File: config.mk
export PLATFORM = sky130hd
export DESIGN_NAME = sliding_window_average
export DESIGN_NICKNAME = d
export VERILOG_FILES = /design/src/rtl/swa_pkg.sv /design/src/rtl/swa_div.sv /design/src/rtl/sliding_window_average.sv
export SDC_FILE = /design/constraint.sdc
export NUM_CORES = 1
export LEC_CHECK = 0
export BUFFER_PORTS_ARGS = -buffer_cell sky130_fd_sc_hd__buf_2
export CORE_ASPECT_RATIO = 1.4
export CORE_MARGIN = 5
export CORE_UTILIZATION = 26
export DETAILED_ROUTE_END_ITERATION = 6
export SLEW_MARGIN = 20
export SYNTH_ARGS = -nofsm -noshare
export SYNTH_HDL_FRONTEND = slang
export SYNTH_HIERARCHICAL = 1
export SYNTH_SLANG_ARGS = --single-unit
File: constraint.sdc
create_clock -name clk -period 4.1 [get_ports clk]
set_input_delay 0.41 -clock clk [delete_from_list [all_inputs] [get_ports clk]]
set_output_delay 0.41 -clock clk [all_outputs]
set_load 0.02 [all_outputs]
File: src/rtl/swa_pkg.sv
// shared constants and types for the sliding window average block
package swa_pkg;

    localparam int WINDOW_DEF      = 10;
    localparam int SAMPLE_BITS_DEF = 12;

    typedef enum logic [1:0]
    {
        ST_IDLE,
        ST_UPDATE,
        ST_DIV,
        ST_DONE
    } swa_state_t;

endpackage

File: src/rtl/swa_div.sv
// iterative restoring divider, one quotient bit per cycle
module swa_div
    import swa_pkg::*;
#(
    parameter int SUM_BITS = 16,
    parameter int CNT_BITS = 4
)
(
    input  logic                clk,
    input  logic                rst_n,
    input  logic                start,
    input  logic [SUM_BITS-1:0] dividend,
    input  logic [CNT_BITS-1:0] divisor,
    output logic                done,
    output logic [SUM_BITS-1:0] quotient
);

    localparam int ITER_BITS = $clog2(SUM_BITS + 1);

    logic                 busy_reg;
    logic                 done_reg;
    logic [ITER_BITS-1:0] iter_reg;
    logic [CNT_BITS-1:0]  rem_reg;
    logic [CNT_BITS-1:0]  rem_next;
    logic [SUM_BITS-1:0]  quo_reg;
    logic [CNT_BITS-1:0]  dvs_reg;
    logic [CNT_BITS:0]    trial;
    logic                 qbit;

    // shift the next dividend bit into the partial remainder and try a subtract
    always_comb
    begin
        trial    = {rem_reg, quo_reg[SUM_BITS-1]};
        qbit     = (trial >= {1'b0, dvs_reg});
        rem_next = qbit ? CNT_BITS'(trial - {1'b0, dvs_reg}) : CNT_BITS'(trial);
    end

    always_ff @(posedge clk or negedge rst_n)
    begin
        if (!rst_n)
        begin
            busy_reg <= 1'b0;
            done_reg <= 1'b0;
            iter_reg <= '0;
        end
        else
        begin
            // done pulses for one cycle after the last quotient bit
            done_reg <= !start && busy_reg && (iter_reg == ITER_BITS'(1));
            if (start)
            begin
                busy_reg <= 1'b1;
                iter_reg <= ITER_BITS'(SUM_BITS);
            end
            else if (busy_reg)
            begin
                iter_reg <= iter_reg - ITER_BITS'(1);
                if (iter_reg == ITER_BITS'(1))
                begin
                    busy_reg <= 1'b0;
                end
            end
        end
    end

    always_ff @(posedge clk)
    begin
        if (start)
        begin
            rem_reg <= '0;
            quo_reg <= dividend;
            dvs_reg <= divisor;
        end
        else if (busy_reg)
        begin
            rem_reg <= rem_next;
            quo_reg <= {quo_reg[SUM_BITS-2:0], qbit};
        end
    end

    assign done     = done_reg;
    assign quotient = quo_reg;

endmodule

File: src/rtl/sliding_window_average.sv
// sliding window average: ring store of recent samples, running sum and divider
//
// Usage: samples enter on the s_ stream (s_tdata carries one unsigned sample),
// averages leave on the m_ stream (m_tdata carries one unsigned average).
// Each sample yields exactly one average: the sum of the samples held divided
// by how many are held (up to WINDOW), truncated. While the window fills this
// is the mean of everything seen since reset.
// Each sample goes through these steps, with s_tready low throughout: the
// oldest entry of the ring store is read at the request edge, then the running
// sum and store are updated, the bit-serial divider works out the quotient,
// its done flag is registered, and the output register is loaded. No new
// sample is taken until the average of the current one has been loaded into
// the output register.
// The result sits in an output register; the next sample is taken while it
// waits. If the receiver stalls, a finished average waits in the divider until
// the output register frees up, and no further sample is taken meanwhile.
// Reset empties the window: fill count, running sum and write position clear.
module sliding_window_average
    import swa_pkg::*;
#(
    parameter int WINDOW      = WINDOW_DEF,
    parameter int SAMPLE_BITS = SAMPLE_BITS_DEF
)
(
    input  logic                                 clk,
    input  logic                                 rst_n,
    input  logic                                 s_tvalid,
    output logic                                 s_tready,
    input  logic [((SAMPLE_BITS + 7) / 8)*8-1:0] s_tdata,   // sample
    output logic                                 m_tvalid,
    input  logic                                 m_tready,
    output logic [((SAMPLE_BITS + 7) / 8)*8-1:0] m_tdata    // average
);

    localparam int TDATA_BITS = ((SAMPLE_BITS + 7) / 8) * 8;
    localparam int SUM_BITS   = SAMPLE_BITS + $clog2(WINDOW);
    localparam int CNT_BITS   = $clog2(WINDOW + 1);
    localparam int POS_BITS   = $clog2(WINDOW);

    swa_state_t state_reg, state_next;

    logic [SAMPLE_BITS-1:0] store_mem [WINDOW];
    logic [SAMPLE_BITS-1:0] old_reg;
    logic [SAMPLE_BITS-1:0] sample_reg;
    logic [POS_BITS-1:0]    pos_reg, pos_next;
    logic [CNT_BITS-1:0]    count_reg, count_next;
    logic [SUM_BITS-1:0]    sum_reg, sum_next;
    logic [SAMPLE_BITS-1:0] avg_reg;
    logic                   out_valid_reg, out_valid_next;

    logic                   in_accept;
    logic                   rd_en;
    logic                   wr_en;
    logic                   div_start;
    logic                   div_done;
    logic                   out_load;
    logic                   window_full;
    logic [SUM_BITS-1:0]    quotient;

    assign in_accept   = s_tvalid && s_tready;
    assign window_full = (count_reg == CNT_BITS'(WINDOW));

    always_ff @(posedge clk or negedge rst_n)
    begin
        if (!rst_n)
        begin
            state_reg     <= ST_IDLE;
            pos_reg       <= '0;
            count_reg     <= '0;
            sum_reg       <= '0;
            out_valid_reg <= 1'b0;
        end
        else
        begin
            state_reg     <= state_next;
            pos_reg       <= pos_next;
            count_reg     <= count_next;
            sum_reg       <= sum_next;
            out_valid_reg <= out_valid_next;
        end
    end

    always_comb
    begin
        state_next     = state_reg;
        pos_next       = pos_reg;
        count_next     = count_reg;
        sum_next       = sum_reg;
        s_tready       = 1'b0;
        rd_en          = 1'b0;
        wr_en          = 1'b0;
        div_start      = 1'b0;
        out_load       = 1'b0;
        out_valid_next = out_valid_reg && !m_tready;

        unique case (state_reg)
            ST_IDLE:
            begin
                s_tready = 1'b1;
                if (s_tvalid)
                begin
                    rd_en      = 1'b1;
                    state_next = ST_UPDATE;
                end
            end
            ST_UPDATE:
            begin
                wr_en = 1'b1;
                // drop the oldest sample once the window is full
                if (window_full)
                begin
                    sum_next = sum_reg - SUM_BITS'(old_reg) + SUM_BITS'(sample_reg);
                end
                else
                begin
                    sum_next   = sum_reg + SUM_BITS'(sample_reg);
                    count_next = count_reg + CNT_BITS'(1);
                end
                if (pos_reg == POS_BITS'(WINDOW - 1))
                begin
                    pos_next = '0;
                end
                else
                begin
                    pos_next = pos_reg + POS_BITS'(1);
                end
                div_start  = 1'b1;
                state_next = ST_DIV;
            end
            ST_DIV:
            begin
                if (div_done)
                begin
                    state_next = ST_DONE;
                end
            end
            ST_DONE:
            begin
                if (!out_valid_reg || m_tready)
                begin
                    out_load       = 1'b1;
                    out_valid_next = 1'b1;
                    state_next     = ST_IDLE;
                end
            end
            default:
            begin
                state_next = ST_IDLE;
            end
        endcase
    end

    // ring store: oldest entry read on request, new sample written in the next cycle
    always_ff @(posedge clk)
    begin
        if (wr_en)
        begin
            store_mem[pos_reg] <= sample_reg;
        end
        if (rd_en)
        begin
            old_reg <= store_mem[pos_reg];
        end
    end

    always_ff @(posedge clk)
    begin
        if (in_accept)
        begin
            sample_reg <= s_tdata[SAMPLE_BITS-1:0];
        end
        if (out_load)
        begin
            avg_reg <= quotient[SAMPLE_BITS-1:0];
        end
    end

    swa_div #(
        .SUM_BITS (SUM_BITS),
        .CNT_BITS (CNT_BITS)
    ) u_div (
        .clk      (clk),
        .rst_n    (rst_n),
        .start    (div_start),
        .dividend (sum_next),
        .divisor  (count_next),
        .done     (div_done),
        .quotient (quotient)
    );

    assign m_tvalid = out_valid_reg;
    assign m_tdata  = TDATA_BITS'(avg_reg);

endmodule

== Word-level counts from Yosys, hierarchy flattened ==
Memories as Yosys holds them, arrays and structs flattened. A register that Yosys moved wholly into a read port is not among the register bits.
Cells that the tools add are included.
Cells by class
  add/subtract/negate cells: 7
  order comparisons: 1
  equal/unequal tests: 9
  multiplexer cells: 27
  reduce and logical (&&, ||, !) cells: 11
Operators by type and width (number)
  $mux W16: 4
  $add A16 B12 Y16: 2
  $mux W4: 4
  $sub A16 B12 Y16: 1
  $mux W1: 13
  $mux W5: 2
  $add A4 B1 Y4 const B: 2
  $eq A4 B4 Y1 const B: 2
  $pmux W2 S4: 1
  $mux W2: 3
  $eq A5 B1 Y1 const B: 1
  $ge A5 B4 Y1: 1
  $sub A5 B1 Y5 const B: 1
  $eq A2 B2 Y1 const B: 2
  $logic_and A1 B1 Y1: 4
  $ne A2 B2 Y1 const B: 2
  $sub A4 B4 Y4: 1
  $logic_not A1 Y1: 3
  $reduce_and A3 Y1: 1
  $eq A2 B1 Y1 const B: 1
  $logic_not A2 Y1: 1
  $ne A2 B1 Y1 const B: 1
  $reduce_bool A2 Y1: 1
  $logic_or A1 B1 Y1: 1
Word-level totals
  register bits after elaboration: 82
  bits in writable memories: 120
  input port bits: 20
  output and inout bits: 18
  logic and storage cells: 69
  memories: 1
Memories
  store_mem: depth 10, bits a word 12, rd ports 1, clocked after memory_dff 1, wr ports 1, line sliding_window_average.sv:42  | logic [SAMPLE_BITS-1:0] store_mem [WINDOW];

== Depth between registers and ports, before layout ==
  depth in word-level cells: 5
  gate-level depth with buffers: 14
  depth with buffers taken out: 14

== Modules after synthesis ==
Netlist, hierarchy kept.
By module, submodules not included
  sliding_window_average: times used 1, cells each 610, area each 8657.1 µm²
  swa_div: times used 1, cells each 108, area each 1471.4 µm²

== Worst setup path after synthesis ==
Ideal clock, no wire load.
  kind: flip-flop to flip-flop
  from: reg sample_reg[1]
  to: reg u_div.quo_reg[14] (netlist: u_div/quotient[14]) (data pin)
  arrival: 3.054 ns
  required time: 3.840 ns
  setup slack: 0.786 ns
  stages on the path, launching flop included: 14
  buffers on the path: 0
  path through: edfxtp_1 > inv_1 > fa_1 > inv_1 > fa_1 > a21oi_1 > nor2b_2 > o31ai_1 > a31oi_1 > a211oi_2 > a21oi_1 > xnor2_1 > o211ai_1 > mux2_2
Between the ends
  longest elaborated chain between the ends: 4
RTL lines
  from (decl): line sliding_window_average.sv:44  | logic [SAMPLE_BITS-1:0] sample_reg;
  from (signal assigned): line sliding_window_average.sv:170  | sample_reg <= s_tdata[SAMPLE_BITS-1:0];
  $add A16 B12 Y16 (on tied branches): line sliding_window_average.sv:116, sliding_window_average.sv:112
  $mux W16 *: line sliding_window_average.sv:110  | if (window_full)
  $mux W16 *: line sliding_window_average.sv:96  | unique case (state_reg)
  via sum_next[14]: line sliding_window_average.sv:47  | logic [SUM_BITS-1:0] sum_reg, sum_next;
  $mux W16 *: line swa_div.sv:68  | if (start)
  to (signal assigned): line swa_div.sv:71  | quo_reg <= dividend;
  to (signal assigned): line swa_div.sv:77  | quo_reg <= {quo_reg[SUM_BITS-2:0], qbit};
  to (decl): line swa_div.sv:25  | logic [SUM_BITS-1:0] quo_reg;
Mark *: on every way through the listed nets, which the timed path passes. The rest lies on a longest branch.
A chain may end at the register's enable or synchronous reset.

== Final worst setup path ==
  from: reg old_reg[1] (read register of store_mem)
  to: reg u_div.quo_reg[14] (netlist: u_div/quotient[14]) (data pin)
Between the ends
  longest elaborated chain between the ends: 5
RTL lines
  from (decl): line sliding_window_average.sv:43  | logic [SAMPLE_BITS-1:0] old_reg;
  $sub A16 B12 Y16: line sliding_window_average.sv:112  | sum_next = sum_reg - SUM_BITS'(old_reg) + SUM_BITS'(sample_reg);
  $add A16 B12 Y16: line sliding_window_average.sv:112
  $mux W16: line sliding_window_average.sv:110
  $mux W16: line sliding_window_average.sv:96
  via sum_next[14]: line sliding_window_average.sv:47
  $mux W16: line swa_div.sv:68
The timed path passes the listed nets, and every way through them passes these cells.

==> impl_metrics.toml <==
[yosys]
synth_warnings = 6
synth.distinct_cells = 61
syn_area_um2 = 10100
synthArstFlopShare = 0.159
ys_seq_area_frac = 0.614
synth-seq-cells = 214
syn_area_per_cell_um2 = 14.1
synth_edf_count = 176
synthCells = 718
yosysTopAreaCell = "edfxtp_1"
synthTopCellsByArea = "edfxtp_1 (52%), dfrtp_1 (8.4%), mux4_2 (5.3%), ha_1 (5.2%), fa_1 (2.8%)"
ys.flop_type = "edfxtp_1"
synth_top_area_frac = 0.522

[detailed_routing]
drt-initial-drc-count = 282
vias = 5744
drc_errors = 0
wl_per_cell_um = 15.6
drt-total-wl_mm = 20.5
firstDrtPassIters = 4
ant_nets = 0
via_per_inst = 4.37

[global_route]
antenna_found_initial = 0
grt_usage = 0.0953
grt_pass1_vias = 6186
grt_pass1_wl_mm = 33.1
grt_max_degree = 44
grt.overflow.total = 0

[finish]
layout_commonest_cell = "edfxtp_1"
final_core_util = 0.307
layout_common_cells = "edfxtp_1 (176), inv_1 (67), ha_1 (41)"
finalNonFillerCells = 1314
layout-drive-gt1-share = 0.201
largest_reg_flops = 120
area_growth_pct = 16.7
n_antenna_cell = 0
nets = 850

[clocking]
cts_buffer_depth = 3
cts_hold_buffers = 0
cts_tree = "built"
clk_pin_slew_ns = 0.06
cts_root_buf = "clkbuf_16"
cts_resized = 0
post-cts-setup-buffers = 0
cts.sinks = 214
cts_buffers = 24
insertion_delay_ns = 0.52
cts_max_level = 1

[worst_setup_path]
crit_path_start_kind = "flop"
crit_fanout = 3
r2r_slack_ns = 0.62
end_kind = "flop"
cp.required_ns = 4.36
arrival_ns = 3.74
cp_cell_sequence = "fa_1 > inv_1 > fa_1 > a21oi_1 > nor2b_2 > o31ai_1 > a31oi_1 > a211oi_2 > a21oi_1 > xnor2_1 > o211ai_1 > mux2_2"
crit_slowest_cell = "fa_1"
cp_slowest_stage_delay_ns = 0.55
path_class = "flop to flop"
timing.rr.start = "old_reg[1]"
reg2reg_to = "u_div/quotient[14]"
ff2ff_path_depth = 12

[timing]
fin_ws_ns = 0.623
min_period_over_period = 0.848
hold_viol = 0
tns_ns = 0
max_freq_mhz = 288
period_minus_slack_ns = 3.48
skew_ns = 0.0158
slew_viol_final = 0
rsz0062_at_grt = "false"
worst_pin_slew_ns = 1.05
finalSetupViolCount = 0
maxSlewHeadroom = 0.297

[status]
outcome = "complete, no violations"

[floorplan]
rows = 85
core_area_um2 = 38500
fp.dieArea_um2 = 43100
die_w_um = 177
ios = 38
chipHeight_um = 244
initial_core_util = 0.263

[power]
p_leak_uw = 0.00440
power_density_nw_per_um2 = 837
ir_worst_vdd_uv = 373
swShare = 0.370
fin_total_pwr_uw = 9900
p_comb_frac = 0.438
power_frac_seq = 0.351
p_int_uw = 6240
power_switching_uw = 3660
p_clk_frac = 0.211

[placement]
place_inst = 1270
dp_slack_ns = 0.644
numPortBuffers = 29
gp_congestion = 0.798
dp_hpwl_mm = 14.3

[hold_path]
hp-class = "input port to async pin"

[job]
cap_violations = 0
synth_stat cells (6+ instances only):
cell      instances
a211oi_1         17
xnor2_1          18
fa_1             14
xor2_1           10
mux2i_1          13
a31oi_1           6
o21ai_0          19
o21a_1            7
nand3_1           7
nor2_1           33
nor3_1            9
nor2b_1          23
nand2_1          27
buf_2             7
clkbuf_1         17
inv_1            67
ha_1             42
a21o_1            7
edfxtp_1        176
a21oi_1          37
mux4_2           24
mux2_2           16
dfrtp_1          34
metrics by stage:
step | cell area [um^2] | hold slack [ns]
detailed placement | 11000 | 0.438
floorplan | 10100 | 0.114
finish | 11800 | 0.0161
global route | 11800 | 0.0587
global placement | 11000 | 0.441
CTS | 11800 | 0.0464
critical path, delay by kind of cell (launching register included):
| family | cells | cell delay (ns) |
|---|---|---|
| simple gates | 1 | 0.08 |
| fa+ha+maj | 2 | 1.02 |
| flops | 1 | 0.40 |
| mux | 1 | 0.27 |
| compound gates | 6 | 1.22 |
| xor+xnor | 1 | 0.15 |
| buf+inv | 1 | 0.07 |
cells by family (layout without fill, tap and decap cells):
logic type / count (synthesis) / after routing / share of synthesized area
mux: 53 / 53 / 0.0840
fa+ha+maj: 56 / 56 / 0.0796
compound gates: 132 / 132 / 0.0868
other cells: 1 / 4 / 0.000370
flops: 214 / 214 / 0.614
buf+inv: 98 / 169 / 0.0398
simple gates: 136 / 136 / 0.0715
xor+xnor: 28 / 28 / 0.0242
power groups by stage:
| stage | clock, uW | combinational (uW) | sequential [uW] |
|---|---|---|---|
| 6_report | 2090 | 4330 | 3470 |
| 5_1_grt | 2240 | 4900 | 3550 |
| 4_1_cts | 2150 | 4380 | 3490 |
| 3_5_place_dp | 0 | 4360 | 3530 |
| 3_3_place_gp | 0 | 4280 | 3520 |
| 2_1_floorplan | 0 | 3460 | 3320 |
worst max-delay path by stage:
stage,start,to,slack [ns],cells past startpoint
floorplan,sample_reg[1],u_div/quotient[14],0.79,13
global placement,sample_reg[5],u_div/quotient[15],0.68,13
detailed placement,old_reg[1],u_div/quotient[14],0.64,12
CTS,old_reg[1],u_div/quotient[14],0.63,12
global route,sample_reg[5],u_div/quotient[15],0.37,13
finish,old_reg[1],u_div/quotient[14],0.62,12
layer usage:
layer  track usage  vias up  routed length, um
met5             0        -                  0
met4        0.0255        0                471
met3        0.0167       32               1040
met2         0.173      107              10500
met1         0.116     2823               8430
li1              -     2782                  -
layout make-up:
type | instances | area (um^2)
clock buffers | 31 | 658
clock inverters | 13 | 115
fillers | 3864 | 26700
inverters | 67 | 251
multi-input cells | 409 | 3550
flip-flops and latches | 214 | 6220
well taps | 522 | 653
repair buffers | 58 | 375
No activity file was read; power rests on OpenSTA's default activity.
